**config.mk**
```make
export PLATFORM = sky130hd
export DESIGN_NAME = vector_heading_degrees_top_flat
export DESIGN_NICKNAME = d
export VERILOG_FILES = /design/src/vhd_pkg.sv /design/src/vhd_if.sv /design/src/vector_heading_degrees_top.sv /design/src/flat_wrapper.sv
export SDC_FILE = /design/constraint.sdc
export NUM_CORES = 2
export LEC_CHECK = 0
export CORE_MARGIN = 2
export CORE_UTILIZATION = 35
export DETAILED_ROUTE_END_ITERATION = 10
export DONT_BUFFER_PORTS = 1
export GPL_TIMING_DRIVEN = 1
export PLACE_DENSITY_LB_ADDON = 0.05
export SYNTH_ARGS = -nofsm -noshare
export SYNTH_HDL_FRONTEND = slang
export SYNTH_SLANG_ARGS = --single-unit
```
**constraint.sdc**
```tcl
create_clock -name clk -period 9.68 [get_ports clk]
set_clock_uncertainty 0.05 [all_clocks]
set_input_delay 1.452 -clock clk [delete_from_list [all_inputs] [get_ports clk]]
set_output_delay 1.452 -clock clk [all_outputs]
set_load 0.02 [all_outputs]
```
**src/vhd_pkg.sv**
```systemverilog
// Shared constants, types and the arctangent table for the vector heading block.
`timescale 1ns / 1ps

package vhd_pkg;

	// Default configuration.
	localparam int DEF_ITERATIONS  = 16;
	localparam int DEF_COORD_WIDTH = 16;

	// Number of arctangent entries available.
	localparam int TABLE_LEN = 24;

	// CORDIC operands are scaled up by this many bits before the iterations.
	localparam int PRESHIFT = 24;

	// Headroom bits above the scaled magnitude: one for the sign, one for the gain.
	localparam int XGUARD = 2;

	// Angle widths: table entries, signed accumulator and full-circle angle.
	localparam int ANG_W = 23;
	localparam int ZW    = ANG_W + 2;
	localparam int TW    = 25;

	// Output heading width and rounding to 1/64 degree from degrees * 65536.
	localparam int HEAD_W      = 15;
	localparam int ROUND_SHIFT = 10;

	localparam logic [TW-1:0] ROUND_HALF = TW'(512);
	localparam logic [TW-1:0] ANG_90     = TW'(90 * 65536);
	localparam logic [TW-1:0] ANG_180    = TW'(180 * 65536);
	localparam logic [TW-1:0] ANG_360    = TW'(360 * 65536);
	localparam logic [HEAD_W-1:0] HEAD_FULL_TURN = HEAD_W'(360 * 64);

	// atan(2^-i) in degrees * 65536, rounded to nearest.
	localparam logic [ANG_W-1:0] ATAN_TAB [TABLE_LEN] = '{
		23'd2949120, 23'd1740967, 23'd919879, 23'd466945,
		23'd234379,  23'd117304,  23'd58666,  23'd29335,
		23'd14668,   23'd7334,    23'd3667,   23'd1833,
		23'd917,     23'd458,     23'd229,    23'd115,
		23'd57,      23'd29,      23'd14,     23'd7,
		23'd4,       23'd2,       23'd1,      23'd0
	};

	// Per-item side information that travels beside the CORDIC data.
	typedef struct packed {
		logic zero;    // start equals end
		logic horiz;   // vertical difference is zero
		logic vert;    // horizontal difference is zero
		logic u_neg;   // vector points down the screen
		logic dx_neg;  // vector points left
	} vhd_flags_t;

endpackage

```
**src/vhd_if.sv**
```systemverilog
// Valid/ready channel interfaces for point pairs in and headings out.
`timescale 1ns / 1ps

interface vhd_in_if #(
	parameter int COORD_WIDTH = 16
);
	logic                          valid;
	logic                          ready;
	logic signed [COORD_WIDTH-1:0] start_x;
	logic signed [COORD_WIDTH-1:0] start_y;
	logic signed [COORD_WIDTH-1:0] end_x;
	logic signed [COORD_WIDTH-1:0] end_y;

	modport source (output valid, start_x, start_y, end_x, end_y, input ready);
	modport sink   (input valid, start_x, start_y, end_x, end_y, output ready);
endinterface

interface vhd_out_if;
	import vhd_pkg::*;
	logic              valid;
	logic              ready;
	logic [HEAD_W-1:0] heading;
	logic              zero_vector;

	modport source (output valid, heading, zero_vector, input ready);
	modport sink   (input valid, heading, zero_vector, output ready);
endinterface

```
**src/vector_heading_degrees_top.sv**
```systemverilog
// Top level: pipelined CORDIC heading of a point-to-point vector in 1/64 degree.
//
// Usage: each request on pts carries a start and an end point in signed Q12.4
// pixels, y pointing down. The block returns on hdg the counterclockwise
// heading of end minus start, measured from +x with y taken as up, over
// [0, 360) degrees in units of 1/64 degree. A zero-length vector gives
// heading 0 with zero_vector set.
// Stages from acceptance to hdg: one difference stage, one magnitude stage,
// one stage per CORDIC iteration, a quadrant stage and a rounding stage.
// Throughput: one request per cycle, sustained while hdg results are taken.
// Each stage has its own valid bit and is loaded whenever it is empty or the
// stage after it moves, so bubbles close up while the output is held.
// pts.ready drops only when every stage holds a request and hdg is stalled;
// a stalled result stays on hdg unchanged until taken.
// Reset clears all valid bits; the pipeline is empty and ready right away.
`timescale 1ns / 1ps

module vector_heading_degrees_top
	import vhd_pkg::*;
#(
	parameter int CORDIC_ITERATIONS = DEF_ITERATIONS,
	parameter int COORD_WIDTH       = DEF_COORD_WIDTH
) (
	input  logic      clk,
	input  logic      arst_n,
	vhd_in_if.sink    pts,
	vhd_out_if.source hdg
);

	localparam int NIT = (CORDIC_ITERATIONS > TABLE_LEN) ? TABLE_LEN : CORDIC_ITERATIONS;
	localparam int DW  = COORD_WIDTH + 1;
	localparam int XW  = DW + PRESHIFT + XGUARD;
	localparam int NST = NIT + 4;
	localparam int MAP = NIT + 2;
	localparam int OUT = NIT + 3;

	// Stage valid bits and per-stage load enables.
	logic [NST-1:0] vld_sk;
	logic [NST-1:0] rdy;

	// Stage 1: coordinate differences.
	logic signed [DW-1:0] dx_s1;
	logic signed [DW-1:0] u_s1;

	// Magnitude stage and CORDIC stages; index 0 is the magnitude stage.
	logic signed [XW-1:0] x_sk  [NIT+1];
	logic signed [XW-1:0] y_sk  [NIT+1];
	logic signed [ZW-1:0] z_sk  [NIT+1];
	vhd_flags_t           fl_sk [NIT+1];

	// Quadrant stage and output stage.
	logic [TW-1:0]     t_sm;
	vhd_flags_t        fl_sm;
	logic [HEAD_W-1:0] head_so;
	logic              zero_so;

	logic [DW-1:0]     ax;
	logic [DW-1:0]     au;
	vhd_flags_t        fl_new;
	logic [TW-1:0]     a_clamp;
	logic [TW-1:0]     a_sel;
	logic [TW-1:0]     t_new;
	logic [TW-1:0]     t_round;
	logic [HEAD_W-1:0] h_new;

	// A stage may load when it is empty or its contents move on.
	always_comb begin
		rdy[NST-1] = !vld_sk[NST-1] || hdg.ready;
		for (int k = NST - 2; k >= 0; k--) begin
			rdy[k] = !vld_sk[k] || rdy[k+1];
		end
	end

	assign pts.ready = rdy[0];

	// Valid bits move with the data.
	always_ff @(posedge clk or negedge arst_n) begin
		if (!arst_n) begin
			vld_sk <= '0;
		end else begin
			if (rdy[0]) begin
				vld_sk[0] <= pts.valid;
			end
			for (int k = 1; k < NST; k++) begin
				if (rdy[k]) begin
					vld_sk[k] <= vld_sk[k-1];
				end
			end
		end
	end

	// Stage 1: dx = end_x - start_x, u = start_y - end_y (y flipped to point up).
	always_ff @(posedge clk) begin
		if (rdy[0]) begin
			dx_s1 <= {pts.end_x[COORD_WIDTH-1], pts.end_x}
				- {pts.start_x[COORD_WIDTH-1], pts.start_x};
			u_s1  <= {pts.start_y[COORD_WIDTH-1], pts.start_y}
				- {pts.end_y[COORD_WIDTH-1], pts.end_y};
		end
	end

	// Magnitudes and the special-case flags.
	assign ax = dx_s1[DW-1] ? (~dx_s1 + 1'b1) : dx_s1;
	assign au = u_s1[DW-1] ? (~u_s1 + 1'b1) : u_s1;

	always_comb begin
		fl_new.horiz  = (u_s1 == '0);
		fl_new.vert   = (dx_s1 == '0);
		fl_new.zero   = fl_new.horiz && fl_new.vert;
		fl_new.u_neg  = u_s1[DW-1];
		fl_new.dx_neg = dx_s1[DW-1];
	end

	always_ff @(posedge clk) begin
		if (rdy[1]) begin
			x_sk[0]  <= {{XGUARD{1'b0}}, ax, {PRESHIFT{1'b0}}};
			y_sk[0]  <= {{XGUARD{1'b0}}, au, {PRESHIFT{1'b0}}};
			z_sk[0]  <= '0;
			fl_sk[0] <= fl_new;
		end
	end

	// One CORDIC vectoring iteration per stage; shifts round toward minus infinity.
	for (genvar i = 0; i < NIT; i++) begin : g_iter
		logic signed [XW-1:0] xs;
		logic signed [XW-1:0] ys;
		logic signed [ZW-1:0] step;

		assign xs   = x_sk[i] >>> i;
		assign ys   = y_sk[i] >>> i;
		assign step = signed'({2'b00, ATAN_TAB[i]});

		always_ff @(posedge clk) begin
			if (rdy[i+2]) begin
				if (!y_sk[i][XW-1]) begin
					x_sk[i+1] <= x_sk[i] + ys;
					y_sk[i+1] <= y_sk[i] - xs;
					z_sk[i+1] <= z_sk[i] + step;
				end else begin
					x_sk[i+1] <= x_sk[i] - ys;
					y_sk[i+1] <= y_sk[i] + xs;
					z_sk[i+1] <= z_sk[i] - step;
				end
				fl_sk[i+1] <= fl_sk[i];
			end
		end
	end

	// Clamp to the first quadrant, apply the axis cases, then unfold the quadrant.
	always_comb begin
		if (z_sk[NIT][ZW-1]) begin
			a_clamp = '0;
		end else if (z_sk[NIT] > $signed(ANG_90)) begin
			a_clamp = ANG_90;
		end else begin
			a_clamp = TW'(z_sk[NIT]);
		end

		if (fl_sk[NIT].horiz) begin
			a_sel = '0;
		end else if (fl_sk[NIT].vert) begin
			a_sel = ANG_90;
		end else begin
			a_sel = a_clamp;
		end

		if (!fl_sk[NIT].u_neg) begin
			t_new = fl_sk[NIT].dx_neg ? (ANG_180 - a_sel) : a_sel;
		end else begin
			t_new = fl_sk[NIT].dx_neg ? (ANG_180 + a_sel) : (ANG_360 - a_sel);
		end
	end

	always_ff @(posedge clk) begin
		if (rdy[MAP]) begin
			t_sm  <= t_new;
			fl_sm <= fl_sk[NIT];
		end
	end

	// Round half up to 1/64 degree, wrap a full turn to zero and give zero for a zero-length vector.
	assign t_round = t_sm + ROUND_HALF;
	assign h_new   = t_round[TW-1:ROUND_SHIFT];

	always_ff @(posedge clk) begin
		if (rdy[OUT]) begin
			head_so <= (fl_sm.zero || h_new >= HEAD_FULL_TURN) ? '0 : h_new;
			zero_so <= fl_sm.zero;
		end
	end

	assign hdg.valid       = vld_sk[OUT];
	assign hdg.heading     = head_so;
	assign hdg.zero_vector = zero_so;

	// A zero-length vector always reports heading zero.
	a_zero_heading: assert property (@(posedge clk) disable iff (!arst_n)
		hdg.valid && hdg.zero_vector |-> hdg.heading == '0)
		else $error("zero vector with nonzero heading");

	// Headings stay below a full turn.
	a_heading_range: assert property (@(posedge clk) disable iff (!arst_n)
		hdg.valid |-> hdg.heading < HEAD_FULL_TURN)
		else $error("heading out of range");

	// Input is refused only when every stage holds a request and the output stalls.
	a_no_bubble_stall: assert property (@(posedge clk) disable iff (!arst_n)
		!pts.ready |-> (&vld_sk) && !hdg.ready)
		else $error("input stalled with an empty pipeline stage");

	// A result that was not taken is still presented in the next cycle.
	a_result_held: assert property (@(posedge clk) disable iff (!arst_n)
		hdg.valid && !hdg.ready |=> hdg.valid && $stable(hdg.heading))
		else $error("stalled result lost or changed");

endmodule

```
**src/flat_wrapper.sv**
```systemverilog
// flat-port wrapper written by rule: the top's interface ports become plain ports
module vector_heading_degrees_top_flat import vhd_pkg::*;
#(
	parameter int CORDIC_ITERATIONS = DEF_ITERATIONS,
	parameter int COORD_WIDTH       = DEF_COORD_WIDTH
)
  (clk, arst_n, pts_valid, pts_start_x, pts_start_y, pts_end_x, pts_end_y, pts_ready, hdg_valid, hdg_heading, hdg_zero_vector, hdg_ready);
  vhd_in_if #(.COORD_WIDTH(COORD_WIDTH)) pts_i ();
  vhd_out_if hdg_i ();
  input  logic clk;
  input  logic arst_n;
  input wire logic [$bits(pts_i.valid)-1:0] pts_valid;
  input wire logic [$bits(pts_i.start_x)-1:0] pts_start_x;
  input wire logic [$bits(pts_i.start_y)-1:0] pts_start_y;
  input wire logic [$bits(pts_i.end_x)-1:0] pts_end_x;
  input wire logic [$bits(pts_i.end_y)-1:0] pts_end_y;
  output wire logic [$bits(pts_i.ready)-1:0] pts_ready;
  output wire logic [$bits(hdg_i.valid)-1:0] hdg_valid;
  output wire logic [$bits(hdg_i.heading)-1:0] hdg_heading;
  output wire logic [$bits(hdg_i.zero_vector)-1:0] hdg_zero_vector;
  input wire logic [$bits(hdg_i.ready)-1:0] hdg_ready;
  assign pts_i.valid = pts_valid;
  assign pts_i.start_x = pts_start_x;
  assign pts_i.start_y = pts_start_y;
  assign pts_i.end_x = pts_end_x;
  assign pts_i.end_y = pts_end_y;
  assign pts_ready = pts_i.ready;
  assign hdg_valid = hdg_i.valid;
  assign hdg_heading = hdg_i.heading;
  assign hdg_zero_vector = hdg_i.zero_vector;
  assign hdg_i.ready = hdg_ready;
  vector_heading_degrees_top #(.CORDIC_ITERATIONS(CORDIC_ITERATIONS), .COORD_WIDTH(COORD_WIDTH)) u_core (.clk(clk), .arst_n(arst_n), .pts(pts_i), .hdg(hdg_i));
endmodule
```
==> results.md <==
- The run finished with clean final reports.
- The nature of the critical path endpoint is a register.
- The async set-or-reset flop fraction in the synthesized netlist is 1.33%.
- The number of global-route vias before repair was 90491.
- In this design, the largest share of critical-path delay is due to compound AO/OA/AOI/OAI gates.
- For this run, the top clock speed supported by timing is 124 MHz.
- For this block, the routed nets add up to 356000 µm of wire.
- The multi-input gate area in the final layout is 73600 µm².
- The number of violations reported at the end of detailed-routing iteration 0 is 6095.
- The internal reg-to-reg setup slack is 1610 ps.
- The reported max-cap violation count is 0.
- Counting flops with a built-in enable in the synthesized netlist gives 1483.
- The post-layout worst setup margin is 1590 ps.
- CTS built an H-tree with a depth of 4.
- The startpoint of the most critical setup path is hdg_ready.
- Measured along the x axis, the die boundary spans 593 µm.
- The endpoint required time on the critical path is 10250 ps.
- In the final design database the tool counted 13992 nets.
- In this run, synthesis produced a sequential element count of 1503.
- The mean cell area of the mapped netlist is 9.72 µm².
- The detailed-route DRC error count is 0.
- In the final layout, flip-flops and latches occupy 45000 µm².
- The number of top-level design ports is 86.
- STA classifies the critical path startpoint as a primary input.
- The number of buffers added to fix hold violations after cts is 0.
- Dividing the detail-routed via count by the number of cells gives 5.40.
- Counting every instance in the synthesized netlist gives 12486.
- The critical register-to-register path startpoint is u_core.vld_sk[19].
- For this run, the slowest stage of the critical path takes 770 ps.
- The die is 593 µm tall.
- By area the synthesized netlist is led by edfxtp_1, ha_1, xnor2_1.
- The final count of hold timing violations is 0.
- The worst max-slew margin expressed relative to the limit is 13.6%.
- Together, buffers and inverters on the worst path number 4.
- The pin count of the biggest net entering global routing is 74.
- The cell chosen for the clock root is clkbuf_16.
- Summing the sequential cell areas from Yosys gives 37.1% of the chip area.
- The final critical path takes up 83.6% of the cycle.
- In the final layout, the share of cells above drive strength 1 is 4.23%.
- After synthesis the cells add up to 121000 µm².
- The largest fanout of any net on the critical path is 20.
- Once the floorplan was initialized, standard cells occupied 35.1% of the core.
- The number of max-slew violations in the final report is 0.
- The number of buffers on the longest clock path is 4.
- The startpoint-to-endpoint class of the critical path is in -> reg.
- The later pin in the worst-skew pair is clocked with a latency of 920 ps.
- The HPWL after detailed placement is 288000 µm.
- After detailed routing, the average wire length per cell comes to 20.6 µm.
- The most repeated cell in the gate-level netlist after synthesis is edfxtp_1.
- The growth of design area from synthesis to finish is 10.2%.
- The final RePlAce weighted congestion is 0.887.
- The synthesized netlist net count is 13904.
- The measured slew at the worst slew-check pin is 1290 ps.
- TritonCTS built the clock tree.
- The number of gates resized after CTS is 0.
- The standard cell core area is 346000 µm².
- In this run the core area contains 216 standard-cell rows.
- The critical-path cell with the highest stage delay is o41ai_1.
- Summed over its instances, the top area cell type makes up 36.7% of the synthesized netlist area.
- The clock net in this run drives a total of 1503 sinks.
- The post-layout minimum cycle time is 8090 ps.
- Post-CTS timing repair inserted 0 buffers for setup.
- The netlist uses 98 different library cells.
- Setup violations remaining at the end of the flow were counted as 0.
- The commonest cells after synthesis are edfxtp_1, ha_1, xnor2_1, a21oi_1, nor2_1.
- The total overflow reported by the global router is 0.
- The number of CTS-inserted buffers is 194.
- Setup total negative slack on the finished layout was measured at 0 ps.
- The iteration count of the initial detailed-routing pass is 5.
- The cell that appears most often on the critical path is nor2_1.
- The count of buffers inserted at the top-level ports is 0.
- Setup repair after global routing left no endpoint under its margin.
- Once detail routing completed, the nets flagged for antenna violations numbered 0.
- The global-route wire length before repair is 544000 µm.
- The number of antenna violations at the first check in global routing is 9.
- Counting the fill cells in the layout gives 34101.
- Of all cell types, the one taking the most synthesized area is edfxtp_1.
- The worst setup slack before clock tree synthesis is 666 ps.
- The min-delay analysis places its worst path in the category in -> async.
- The die covers 351000 µm².
- The endpoint identified for the worst register-to-register timing path is u_core.x_sk[11][41].
- Data on the critical path arrives at its endpoint at 8670 ps.
- Global routing used 19.7% of the available tracks across all layers.
- The Yosys step of the flow raised 0 warnings.
- The count of cells along the worst register-to-register path is 25.
- The prevailing post-synth register cell is edfxtp_1.
- The clock-pin transition on the worst setup and hold timing paths is 60 ps.
- The overall via count from detail_route is 93656.
==> cell usage in the layout, fill, tap and decap left out, types with 109 or more instances in the layout <==
cell type  Yosys  routed
a21o_1       493     493
a21oi_1     1084    1084
and3_1       115     115
clkbuf_16      0     198
edfxtp_1    1483    1483
ha_1        1319    1319
inv_1        551     544
nand2_1      759     749
nand2b_1     237     237
nand3_1      238     237
nor2_1       944     944
nor2b_1      180     180
nor3_1       364     363
nor4_1       109     109
o21a_1       175     175
o21ai_0      718     717
o21bai_1     141     141
o31ai_1      205     205
xnor2_1     1222    1222
xor2_1       646     646
==> registers in the layout, summed over array words and instances, names as in the netlist <==
signal / flops
u_core.dx_s1: 17
u_core.u_s1: 17
u_core.vld_sk: 20
u_core.hdg.heading: 15
u_core.hdg.zero_vector: 1
u_core.t_sm: 16
u_core.y_sk: 507
u_core.fl_sk: 85
u_core.fl_sm: 1
u_core.x_sk: 486
u_core.z_sk: 338
==> layer usage <==
layer / global-route usage [%] / part of all wire [%] / vias up
li1: - / - / 46622
met1: 26.3 / 46 / 44845
met2: 32.9 / 46 / 1730
met3: 1.92 / 3.4 / 459
met4: 7.45 / 3.9 / 0
met5: 0 / 0 / -
==> final cells by class <==
cell class	count	area share [%]
clock buffers	220	3.77
flip-flops and latches	1503	33.7
diodes	21	0.0393
multi-input cells	10248	55.1
inverters	560	1.58
clock inverters	134	1.21
well taps	4578	4.28
repair buffers	67	0.376
==> how the worst max path moves through the flow <==
stage	depth (start not counted)	slack (ps)	to
6_report	25	1590	u_core.x_sk[11][41]
5_1_grt	24	1090	u_core.x_sk[11][41]
4_1_cts	24	1530	u_core.x_sk[11][41]
3_5_place_dp	25	670	u_core.x_sk[11][41]
3_3_place_gp	25	620	u_core.x_sk[11][41]
2_1_floorplan	29	1880	u_core.y_sk[9][40]
==> worst reg2reg max path, stage by stage (launching register included) <==
cell	delay, ps
dfrtp_1	490
nand2b_4	290
nor2_4	60
inv_2	360
nor2_1	80
buf_4	180
and3_1	230
and3_1	320
inv_1	460
nand2_1	500
inv_2	520
nor2_1	120
xnor2_1	140
ha_1	220
or3_1	430
nor2_1	130
nor2_1	70
o21ai_0	250
o31ai_1	290
o311a_1	470
o31ai_1	450
a21oi_1	210
o41ai_1	770
o21ai_0	330
a31oi_1	280
xnor2_1	80
==> through the flow <==
step / std cells / hold WS (ps) / area [µm²] / utilization [%]
final: 17331 / 174 / 134000 / 38.7
after global routing: 17330 / 117 / 134000 / 38.7
after CTS: 17310 / 68.6 / 134000 / 38.7
after detailed placement: 16956 / 355 / 127000 / 36.7
after global placement: 16956 / 352 / 127000 / 36.7
after floorplan: 12486 / 350 / 121000 / -
==> kinds of logic after synthesis <==
| kind of cell | share of synthesized area (%) |
|---|---|
| DFF | 37.1 |
| xor gates and xnor gates | 13.5 |
| adders and majority gates | 14.1 |
| buffers and inverters | 2.28 |
| and+or+nand+nor | 13.8 |
| muxes | 0.482 |
| AOI/OAI and AO/OA | 18.7 |
Power is not shown: default switching activity piles up to over one toggle a cycle in this logic, so the estimate is an artifact.
